`config.mk`:
```
export PLATFORM = sky130hd
export DESIGN_NAME = tiled_4bpp_palette_to_rgb888
export DESIGN_NICKNAME = d
export VERILOG_FILES = /design/src/t4p2rgb_pkg.sv /design/src/t4p2rgb_ram.sv /design/src/t4p2rgb_front.sv /design/src/t4p2rgb_queue.sv /design/src/t4p2rgb_back.sv /design/src/tiled_4bpp_palette_to_rgb888.sv
export SDC_FILE = /design/constraint.sdc
export NUM_CORES = 1
export LEC_CHECK = 0
export ABC_CLOCK_PERIOD_IN_PS = 3980
export BUFFER_PORTS_ARGS = -buffer_cell sky130_fd_sc_hd__buf_2
export CAP_MARGIN = 10
export CORE_UTILIZATION = 25
export DETAILED_ROUTE_END_ITERATION = 6
export PLACE_DENSITY = 0.37
export SYNTH_ARGS = -nofsm -noshare
export SYNTH_HDL_FRONTEND = slang
export SYNTH_SLANG_ARGS = --single-unit
```
`constraint.sdc`:
```
create_clock -name clk_i -period 3.98 [get_ports clk_i]
set_input_delay 0.796 -clock clk_i [delete_from_list [all_inputs] [get_ports clk_i]]
set_output_delay 0.796 -clock clk_i [all_outputs]
set_load 0.03 [all_outputs]
```
`src/t4p2rgb_pkg.sv`:
```
// shared types and constants for the tiled 4bpp palette to rgb888 converter
// no dependencies
`default_nettype none

package t4p2rgb_pkg;

  localparam int unsigned IconDimDef  = 32;
  localparam int unsigned PalDepth    = 16;
  localparam int unsigned PalIdxW     = 4;
  localparam int unsigned ColourW     = 15;
  localparam int unsigned ChanW       = 5;
  localparam int unsigned CoordW      = 5;
  localparam int unsigned TileSubW    = 5;
  localparam int unsigned QueueDepth  = 2;

  localparam logic FuncPalette = 1'b0;
  localparam logic FuncPixels  = 1'b1;

  typedef struct packed {
    logic                 func;
    logic [PalIdxW-1:0]   palette_index;
    logic [ColourW-1:0]   palette_color;
    logic [7:0]           pixel_byte;
  } pixel_in_t;

  typedef struct packed {
    logic [CoordW-1:0]    pixel_x;
    logic [CoordW-1:0]    pixel_y;
    logic [7:0]           red;
    logic [7:0]           green;
    logic [7:0]           blue;
    logic                 last;
    logic                 icon_done;
  } pixel_out_t;

  // placement of one byte within the icon
  typedef struct packed {
    logic [1:0]           x_hi;
    logic [1:0]           y_hi;
    logic [TileSubW-1:0]  sub;
    logic                 done;
  } tile_pos_t;

  typedef struct packed {
    pixel_in_t            req;
    tile_pos_t            pos;
  } queue_entry_t;

  typedef struct packed {
    logic [CoordW-1:0]    pixel_x;
    logic [CoordW-1:0]    pixel_y;
    logic                 last;
    logic                 icon_done;
  } pixel_meta_t;

  function automatic logic [7:0] expand_chan(logic [ChanW-1:0] c);
    return {c, 3'b000};
  endfunction

endpackage

`default_nettype wire

```
`src/t4p2rgb_ram.sv`:
```
// generic single write port ram with registered read
// no dependencies
`default_nettype none

module t4p2rgb_ram #(
  parameter int unsigned WIDTH = 8,
  parameter int unsigned DEPTH = 16,
  localparam int unsigned AW = (DEPTH > 1) ? $clog2(DEPTH) : 1
) (
  input  wire logic             clk_i,
  input  wire logic             we_i,
  input  wire logic [AW-1:0]    waddr_i,
  input  wire logic [WIDTH-1:0] wdata_i,
  input  wire logic             re_i,
  input  wire logic [AW-1:0]    raddr_i,
  output      logic [WIDTH-1:0] rdata_o
);

  logic [WIDTH-1:0] mem_q [DEPTH];
  logic [WIDTH-1:0] rdata_q;

  always_ff @(posedge clk_i) begin
    if (we_i) begin
      mem_q[waddr_i] <= wdata_i;
    end
    if (re_i) begin
      rdata_q <= mem_q[raddr_i];
    end
  end

  assign rdata_o = rdata_q;

endmodule

`default_nettype wire

```
`src/t4p2rgb_front.sv`:
```
// front end: takes requests, tracks the byte position in the tiled icon
// depends on t4p2rgb_pkg
`default_nettype none

module t4p2rgb_front
  import t4p2rgb_pkg::*;
#(
  parameter int unsigned ICON_DIM = IconDimDef
) (
  input  wire logic         clk_i,
  input  wire logic         rst_ni,
  input  wire logic         in_valid_i,
  input  wire pixel_in_t    in_data_i,
  input  wire logic         q_full_i,
  output      logic         push_o,
  output      queue_entry_t entry_o
);

  localparam int unsigned TilesPerRow = (ICON_DIM + 7) / 8;
  localparam int unsigned TileW = (TilesPerRow > 1) ? $clog2(TilesPerRow) : 1;
  localparam logic [TileW-1:0] TileLast = TileW'(TilesPerRow - 1);
  localparam logic [TileSubW-1:0] SubLast = '1;

  logic [TileSubW-1:0] sub_q, sub_d;
  logic [TileW-1:0]    col_q, col_d;
  logic [TileW-1:0]    row_q, row_d;
  logic [TileW+1:0]    col_ext, row_ext;
  logic                byte_push;

  assign push_o    = in_valid_i && !q_full_i;
  assign byte_push = push_o && (in_data_i.func == FuncPixels);

  assign col_ext = {2'b00, col_q};
  assign row_ext = {2'b00, row_q};

  always_comb begin
    entry_o.req      = in_data_i;
    entry_o.pos.x_hi = col_ext[1:0];
    entry_o.pos.y_hi = row_ext[1:0];
    entry_o.pos.sub  = sub_q;
    entry_o.pos.done = (sub_q == SubLast) && (col_q == TileLast) && (row_q == TileLast);
  end

  always_comb begin
    sub_d = sub_q;
    col_d = col_q;
    row_d = row_q;
    if (byte_push) begin
      sub_d = sub_q + 1'b1;
      if (sub_q == SubLast) begin
        if (col_q == TileLast) begin
          col_d = '0;
          row_d = (row_q == TileLast) ? '0 : row_q + 1'b1;
        end else begin
          col_d = col_q + 1'b1;
        end
      end
    end
  end

  always_ff @(posedge clk_i or negedge rst_ni) begin
    if (!rst_ni) begin
      sub_q <= '0;
      col_q <= '0;
      row_q <= '0;
    end else begin
      sub_q <= sub_d;
      col_q <= col_d;
      row_q <= row_d;
    end
  end

endmodule

`default_nettype wire

```
`src/t4p2rgb_queue.sv`:
```
// two-entry request queue between front and back end
// depends on t4p2rgb_pkg
`default_nettype none

module t4p2rgb_queue
  import t4p2rgb_pkg::*;
(
  input  wire logic         clk_i,
  input  wire logic         rst_ni,
  input  wire logic         push_i,
  input  wire queue_entry_t push_data_i,
  output      logic         full_o,
  input  wire logic         pop_i,
  output      logic         valid_o,
  output      queue_entry_t pop_data_o
);

  localparam int unsigned PtrW = $clog2(QueueDepth);
  localparam logic [PtrW:0] CountFull = (PtrW + 1)'(QueueDepth);

  queue_entry_t    mem_q [QueueDepth];
  logic [PtrW-1:0] wr_ptr_q, rd_ptr_q;
  logic [PtrW:0]   count_q;

  assign full_o     = (count_q == CountFull);
  assign valid_o    = (count_q != '0);
  assign pop_data_o = mem_q[rd_ptr_q];

  always_ff @(posedge clk_i) begin
    if (push_i) begin
      mem_q[wr_ptr_q] <= push_data_i;
    end
  end

  always_ff @(posedge clk_i or negedge rst_ni) begin
    if (!rst_ni) begin
      wr_ptr_q <= '0;
      rd_ptr_q <= '0;
      count_q  <= '0;
    end else begin
      if (push_i) begin
        wr_ptr_q <= wr_ptr_q + 1'b1;
      end
      if (pop_i) begin
        rd_ptr_q <= rd_ptr_q + 1'b1;
      end
      case ({push_i, pop_i})
        2'b10:   count_q <= count_q + 1'b1;
        2'b01:   count_q <= count_q - 1'b1;
        default: count_q <= count_q;
      endcase
    end
  end

endmodule

`default_nettype wire

```
`src/t4p2rgb_back.sv`:
```
// back end: palette writes and lookups, one pixel per cycle unless the output stalls, output register
// depends on t4p2rgb_pkg and t4p2rgb_ram
`default_nettype none

module t4p2rgb_back
  import t4p2rgb_pkg::*;
(
  input  wire logic         clk_i,
  input  wire logic         rst_ni,
  input  wire logic         q_valid_i,
  input  wire queue_entry_t q_data_i,
  output      logic         pop_o,
  output      logic         out_valid_o,
  input  wire logic         out_ready_i,
  output      pixel_out_t   out_data_o
);

  logic               phase_q;
  logic               s1_valid_q;
  pixel_meta_t        s1_meta_q;
  logic               out_valid_q;
  pixel_out_t         out_data_q;
  logic               out_free, s1_free, wr_en, rd_en;
  logic [PalIdxW-1:0] rd_idx;
  logic [ColourW-1:0] colour;
  pixel_meta_t        meta;

  assign out_free = !out_valid_q || out_ready_i;
  assign s1_free  = !s1_valid_q || out_free;
  assign wr_en    = q_valid_i && (q_data_i.req.func == FuncPalette);
  assign rd_en    = q_valid_i && (q_data_i.req.func == FuncPixels) && s1_free;
  assign pop_o    = wr_en || (rd_en && phase_q);
  assign rd_idx   = phase_q ? q_data_i.req.pixel_byte[7:4] : q_data_i.req.pixel_byte[3:0];

  always_comb begin
    meta.pixel_x   = {q_data_i.pos.x_hi, q_data_i.pos.sub[1:0], phase_q};
    meta.pixel_y   = {q_data_i.pos.y_hi, q_data_i.pos.sub[4:2]};
    meta.last      = phase_q;
    meta.icon_done = phase_q && q_data_i.pos.done;
  end

  t4p2rgb_ram #(
    .WIDTH (ColourW),
    .DEPTH (PalDepth)
  ) u_palette (
    .clk_i   (clk_i),
    .we_i    (wr_en),
    .waddr_i (q_data_i.req.palette_index),
    .wdata_i (q_data_i.req.palette_color),
    .re_i    (rd_en),
    .raddr_i (rd_idx),
    .rdata_o (colour)
  );

  always_ff @(posedge clk_i) begin
    if (rd_en) begin
      s1_meta_q <= meta;
    end
    if (out_free) begin
      out_data_q.pixel_x   <= s1_meta_q.pixel_x;
      out_data_q.pixel_y   <= s1_meta_q.pixel_y;
      out_data_q.red       <= expand_chan(colour[4:0]);
      out_data_q.green     <= expand_chan(colour[9:5]);
      out_data_q.blue      <= expand_chan(colour[14:10]);
      out_data_q.last      <= s1_meta_q.last;
      out_data_q.icon_done <= s1_meta_q.icon_done;
    end
  end

  always_ff @(posedge clk_i or negedge rst_ni) begin
    if (!rst_ni) begin
      phase_q     <= 1'b0;
      s1_valid_q  <= 1'b0;
      out_valid_q <= 1'b0;
    end else begin
      if (rd_en) begin
        phase_q <= !phase_q;
      end
      if (rd_en) begin
        s1_valid_q <= 1'b1;
      end else if (out_free) begin
        s1_valid_q <= 1'b0;
      end
      if (out_free) begin
        out_valid_q <= s1_valid_q;
      end
    end
  end

  assign out_valid_o = out_valid_q;
  assign out_data_o  = out_data_q;

endmodule

`default_nettype wire

```
`src/tiled_4bpp_palette_to_rgb888.sv`:
```
// path: the first pixel of a byte passes the queue, the palette ram read register and the
// output register, the second follows on a second palette lookup; a palette write is popped
// and written in the same cycle; throughput: one pixel per cycle while the output is not
// stalled, set by the single read port of the palette ram
// reset: tile position and queue cleared, palette contents undefined until written
`default_nettype none

module tiled_4bpp_palette_to_rgb888
  import t4p2rgb_pkg::*;
#(
  parameter int unsigned ICON_DIM = IconDimDef
) (
  input  wire logic       clk_i,
  input  wire logic       rst_ni,
  input  wire logic       in_valid_i,
  output      logic       in_ready_o,
  input  wire pixel_in_t  in_data_i,
  output      logic       out_valid_o,
  input  wire logic       out_ready_i,
  output      pixel_out_t out_data_o
);

  logic         push, q_full, q_valid, pop;
  queue_entry_t push_entry, pop_entry;

  assign in_ready_o = !q_full;

  t4p2rgb_front #(
    .ICON_DIM (ICON_DIM)
  ) u_front (
    .clk_i      (clk_i),
    .rst_ni     (rst_ni),
    .in_valid_i (in_valid_i),
    .in_data_i  (in_data_i),
    .q_full_i   (q_full),
    .push_o     (push),
    .entry_o    (push_entry)
  );

  t4p2rgb_queue u_queue (
    .clk_i       (clk_i),
    .rst_ni      (rst_ni),
    .push_i      (push),
    .push_data_i (push_entry),
    .full_o      (q_full),
    .pop_i       (pop),
    .valid_o     (q_valid),
    .pop_data_o  (pop_entry)
  );

  t4p2rgb_back u_back (
    .clk_i       (clk_i),
    .rst_ni      (rst_ni),
    .q_valid_i   (q_valid),
    .q_data_i    (pop_entry),
    .pop_o       (pop),
    .out_valid_o (out_valid_o),
    .out_ready_i (out_ready_i),
    .out_data_o  (out_data_o)
  );

endmodule

`default_nettype wire
```
==> impl_metrics.toml, run 1 <==
[run_status]
outcome = "finished, final reports clean"

[route]
vias = 6980
first_pass_iters = 4
drc = 0
wl_per_cell_um = 21.1
vias_per_cell = 4.20
drtAntennaViolNets = 0
wl_um = 35000
drt_iter0_drc = 395

[pwr]
p_leak_nw = 5.90
vdd.ir_drop.worst_mv = 0.417
power_density_nw_per_um2 = 825

[global_route]
grt_max_degree = 121
groute.usage.overall_pct = 12.0
grt_pass1_vias = 7435
overflow = 0
grt_antenna_before_repair = 0
grt_pass1_wl_um = 50800

[logic_synthesis]
yosys_warnings = 0
yosys-top-cells-area = "edfxtp_1, mux2i_1, dfrtp_1"
syn_inst = 777
synth-main-ff-cell = "edfxtp_1"
synth_seq_area_share_pct = 79.1
synthArstFlopShare_pct = 4.17
ys_ff_latch = 384
synthMostInstantiatedCell = "edfxtp_1"
synth_edf_count = 368
synth_top_area_share_pct = 76.4
syn_area_um2 = 14500
synth.distinct_cells = 34
avgSynthCellArea_um2 = 18.6
synth_top_area_cell = "edfxtp_1"
synth_common_cells = "edfxtp_1, mux2i_1, o22ai_1"

[clock_tree]
clock_latency_ns = 0.56
clk_root_buffer_cell = "clkbuf_16"
tritoncts = "built"
ctsHoldBuffers = 0
cts-buffers-inserted = 44
clockBufferDepth = 3
clkTransAtPathRegs_ns = 0.06
htree_levels = 2
ctsResizeCount = 0
post_cts_buffers = 0
cts.sinks = 384

[floorplan]
die_area_um2 = 58800
initial_core_util_pct = 25.5
num_rows = 87
die-width_um = 243
io_pins = 70
coreArea_um2 = 56800
die_h_um = 243

[worst_setup_path]
cp-start-kind = "register"
critPathMaxFanout = 120
crit_required_ns = 4.25
cp-end-kind = "register"
ff2ff_path_depth = 6
critical_path_class = "reg2reg"
worstPathArrival_ns = 3.11

[placed_design]
finalWeightedCongestion = 0.675
place_ws_ns = 1.09
dp_hpwl_um = 18900
port_buffers = 60

[flow_run]
max_cap_violations = 0

[cells_and_area]
nNetsFinal = 908
antenna_cells = 0
drive_gt1_share_pct = 22.0
syn_to_final_growth_pct = 17.9

[sta]
relSlewSlack_pct = 31.5
period_minus_slack_ns = 2.84
rsz0062_at_grt = "false"
max_freq_mhz = 352
fin_skew_ns = 0.0147
setup_tns_ns = 0
hold_viol_final = 0
period_share_pct = 71.4
drv_slew = 0
setup_viol = 0
worst_pin_slew_ns = 1.03
fin_ws_ns = 1.14

[worst_hold_path]
hp-class = "in2async"
## cell usage in the layout, fill, tap and decap left out, types with 2 or more instances in the layout
cell and n:
xor2_1 4, buf_2 60, clkbuf_1 8, mux4_2 3, clkinv_1 12, nand3_1 2
o22ai_1 61, nand2_1 12, a21o_1 3, nand2b_1 5, mux2_2 29, inv_1 4
dfrtp_1 15, ha_1 5, o21ai_1 30, buf_4 25, o21ai_0 3, clkinv_2 10
and3_1 3, nor2_1 21, edfxtp_1 368, mux2i_1 121, inv_6 2, nor2b_1 2
xnor2_1 5, nor2_2 16, bufinv_16 2, clkbuf_16 45, nor3_1 4, conb_1 9
## worst paths after layout
kind                                               start                                     end  slack, ns
min                                               rst_ni          u_back.out_valid_o$_DFFE_PN0P_       0.16
max                         u_queue.rd_ptr_q$_DFFE_PN0P_  u_back.u_palette.rdata_o[10]$_DFFE_PP_       1.14
min in group clk_i         u_back.s1_meta_q[0]$_DFFE_PP_          u_back.out_data_o[0]$_DFFE_PP_       0.42
max in group asynchronous                         rst_ni            u_queue.rd_ptr_q$_DFFE_PN0P_       3.50
min reg2reg                u_back.s1_meta_q[0]$_DFFE_PP_          u_back.out_data_o[0]$_DFFE_PP_       0.42
max reg2reg                 u_queue.rd_ptr_q$_DFFE_PN0P_  u_back.u_palette.rdata_o[10]$_DFFE_PP_       1.14
## metal layers
layer / share of wire (%) / up-vias / global-route usage [%]
li1: - / 3250 / -
met1: 45 / 3530 / 15.5
met2: 48 / 141 / 19.8
met3: 4.4 / 59 / 2.12
met4: 2.7 / 0 / 4.60
met5: 0 / - / 0
## logic make-up (layout without fill, tap and decap cells)
logic type	Yosys count	count (layout)	synth area share (%)
flip-flops	384	384	79.1
other	1	9	0.0259
multiplexers	154	154	11.3
buffers and inverters	50	170	2.20
AND/OR/NAND/NOR	71	71	2.17
AO/OA/AOI/OAI	103	103	4.23
adder cells (fa/ha/maj)	5	5	0.432
XOR/XNOR	9	9	0.545
## cell type report
cell class / count / area [um2]
Clock inverter: 27 / 181
Fill cell: 5593 / 39800
Sequential cell: 384 / 11500
Timing Repair Buffer: 86 / 508
Tap cell: 756 / 946
Inverter: 4 / 15.0
Multi-Input combinational cell: 351 / 2790
Clock buffer: 53 / 1160
## registers in the layout, indices dropped and copies added (netlist names)
register / flops
u_back.u_palette.rdata_o: 15
u_queue.rd_ptr_q: 1
u_queue.mem_q: 76
u_queue.count_q: 2
u_queue.wr_ptr_q: 1
u_back.s1_valid_q: 1
u_back.phase_q: 1
u_back.s1_meta_q: 11
u_back.u_palette.mem_q: 240
u_front.sub_q: 5
u_back.out_valid_o: 1
u_front.col_q: 2
u_back.out_data_o: 26
u_front.row_q: 2
## power breakdown
group | switching [mW] | internal [mW]
clock network | 1.57 | 2.19
registers | 0.311 | 5.71
logic | 2.88 | 1.40
## worst max-delay path: stages, from the launching register on
cell	delay, ns
dfrtp_2	0.66
mux4_4	0.72
buf_12	0.33
mux2i_1	0.31
o22ai_1	0.11
nor2_1	0.19
o21ai_1	0.09
## through the flow
step / utilization [%] / total power [mW] / hold slack [ns] / cells / area, um2
after global routing: 30.0 / 14.8 / 0.164 / 1661 / 17100
after CTS: 30.0 / 14.4 / 0.145 / 1661 / 17100
after detailed placement: 27.7 / 10.6 / 0.405 / 1581 / 15700
after global placement: 27.7 / 10.5 / 0.403 / 1581 / 15700
after floorplan: - / 9.02 / 0.400 / 785 / 14500
final: 30.0 / 14.1 / 0.159 / 1661 / 17100
Power figures use the tool's default switching activity.
==> run 2, diff against run 1 <==
Settings changed: ABC_CLOCK_PERIOD_IN_PS 3980 to 2900.
Clock period 3.98 ns to 2.9 ns, I/O delays scaled along.
==> run 2 against run 1 <==
Compared with the run above:
- critical endpoint is now u_back.u_palette.rdata_o[0]$_DFFE_PP_
- sequential cell count stayed put
- clock-buffer cell count up 1
- first-iteration DRC count decreased by 12%
- worst setup slack worse by 0.83 ns
==> impl_metrics.toml, run 2 (same netlist as run 1, synthesis figures left out) <==
[clock_tree]
clock_latency_ns = 0.57
ctsHoldBuffers = 1
cts-buffers-inserted = 45
ctsResizeCount = 0
clkTransAtPathRegs_ns = 0.06
clk_root_buffer_cell = "clkbuf_16"
tritoncts = "built"
htree_levels = 2
post_cts_buffers = 0
clockBufferDepth = 3
cts.sinks = 384

[flow_run]
max_cap_violations = 0

[global_route]
grt_antenna_before_repair = 0
groute.usage.overall_pct = 11.6
overflow = 0
grt_max_degree = 39
grt_pass1_vias = 7323
grt_pass1_wl_um = 49800

[sta]
fin_skew_ns = 0.0184
fin_ws_ns = 0.307
worst_pin_slew_ns = 0.886
holdWs_ns = 0.204
setup_tns_ns = 0
rsz0062_at_grt = "false"
period_minus_slack_ns = 2.59
setup_viol = 0
hold_viol_final = 0
drv_slew = 0
relSlewSlack_pct = 40.3
period_share_pct = 89.4
max_freq_mhz = 386

[worst_setup_path]
worstPathArrival_ns = 3.01
cp-end-kind = "register"
crit_required_ns = 3.31
critical_path_class = "reg2reg"
critPathMaxFanout = 29
cp-start-kind = "register"

[cells_and_area]
drive_gt1_share_pct = 23.8
largest_register = "u_back.u_palette.mem_q"
final_common_cell = "edfxtp_1"
syn_to_final_growth_pct = 20.7
largest_reg_flops = 240
mostFrequentLayoutCells = "edfxtp_1, mux2i_1, o22ai_1, buf_2, clkbuf_16"
nNetsFinal = 926
antenna_cells = 0

[floorplan]
die_h_um = 243
io_pins = 70
die-width_um = 243
initial_core_util_pct = 25.5
num_rows = 87
coreArea_um2 = 56800
die_area_um2 = 58800

[pwr]
seqPwrFrac_pct = 40.6
p_leak_nw = 6.09
comb_power_share_pct = 31.9
switchingPower_mw = 6.72
vdd.ir_drop.worst_mv = 0.425
swShare_pct = 33.4
clkPwrFrac_pct = 27.5
internal-power_mw = 13.4
power_density_nw_per_um2 = 1150

[route]
wl_um = 33800
vias_per_cell = 4.18
drt_iter0_drc = 346
drc = 0
vias = 7011
drtAntennaViolNets = 0
wl_per_cell_um = 20.2
first_pass_iters = 4

[placed_design]
finalWeightedCongestion = 0.701
place_ws_ns = 0.322
port_buffers = 60
dp_hpwl_um = 20300

[run_status]
outcome = "finished, final reports clean"

[worst_hold_path]
hp-class = "in2reg"
## run 2: changes by cell type in the layout (fill, tap and decap cells not counted), moves of 2 or more
cell | before | now
bufinv_16 | 2 | 4
clkinv_2 | 10 | 6
clkinv_1 | 12 | 9
clkbuf_1 | 8 | 5
buf_12 | 1 | 16
clkbuf_8 | 0 | 4
## run 2: cell type report
cell class                 count  area [um2]
clock buffer                  54        1200
timing repair buffer         103         826
tap                          756         946
sequential                   384       11500
fill                        5550       39400
clock inverter                24         238
inverter                       4        15.0
multi-input combinational    351        2790
## run 2: path summary, 6_finish.rpt
kind / cells after the start / startpoint / end / slack [ns]
min reg2reg: 0 / u_back.s1_meta_q[10]$_DFFE_PP_ / u_back.out_data_o[34]$_DFFE_PP_ / 0.42
min: 1 / in_data_i[18] / u_queue.mem_q[1][28]$_DFFE_PP_ / 0.20
max reg2reg: 6 / u_queue.rd_ptr_q$_DFFE_PN0P_ / u_back.u_palette.rdata_o[0]$_DFFE_PP_ / 0.31
min in group asynchronous: 2 / rst_ni / u_queue.rd_ptr_q$_DFFE_PN0P_ / 0.47
max: 6 / u_queue.rd_ptr_q$_DFFE_PN0P_ / u_back.u_palette.rdata_o[0]$_DFFE_PP_ / 0.31
max in group asynchronous: 2 / rst_ni / u_queue.rd_ptr_q$_DFFE_PN0P_ / 2.11
## run 2: layer usage
layer | part of all wire (%) | GRT usage (%) | wire length (um)
met1 | 47 | 15.5 | 15800
met5 | 0 | 0 | 0
met4 | 2.3 | 4.37 | 794
met3 | 3.5 | 2.01 | 1200
met2 | 47 | 18.9 | 16000
## run 2: power groups by stage
stage | clock, mW | combinational [mW] | sequential [mW]
2_1_floorplan | 0 | 3.82 | 8.56
3_3_place_gp | 0 | 6.60 | 8.29
3_5_place_dp | 0 | 6.61 | 8.30
4_1_cts | 5.73 | 6.63 | 8.19
5_1_grt | 5.94 | 6.98 | 8.27
6_report | 5.53 | 6.43 | 8.16
## run 2: metrics by stage
stage               total power [mW]  area, um2  util [%]  std cells
floorplan                       12.4      14500         -        785
global route                    21.2      17500      30.7       1676
CTS                             20.5      17500      30.7       1676
detailed placement              14.9      16000      28.2       1597
finish                          20.1      17500      30.7       1676
global placement                14.9      16000      28.2       1597
## run 2: critical path, cell delays in order (launching register included)
cell	delay [ns]
dfrtp_2	0.38
mux4_4	0.89
buf_12	0.30
mux2i_1	0.14
o22ai_1	0.48
nor2_1	0.08
o21ai_1	0.13
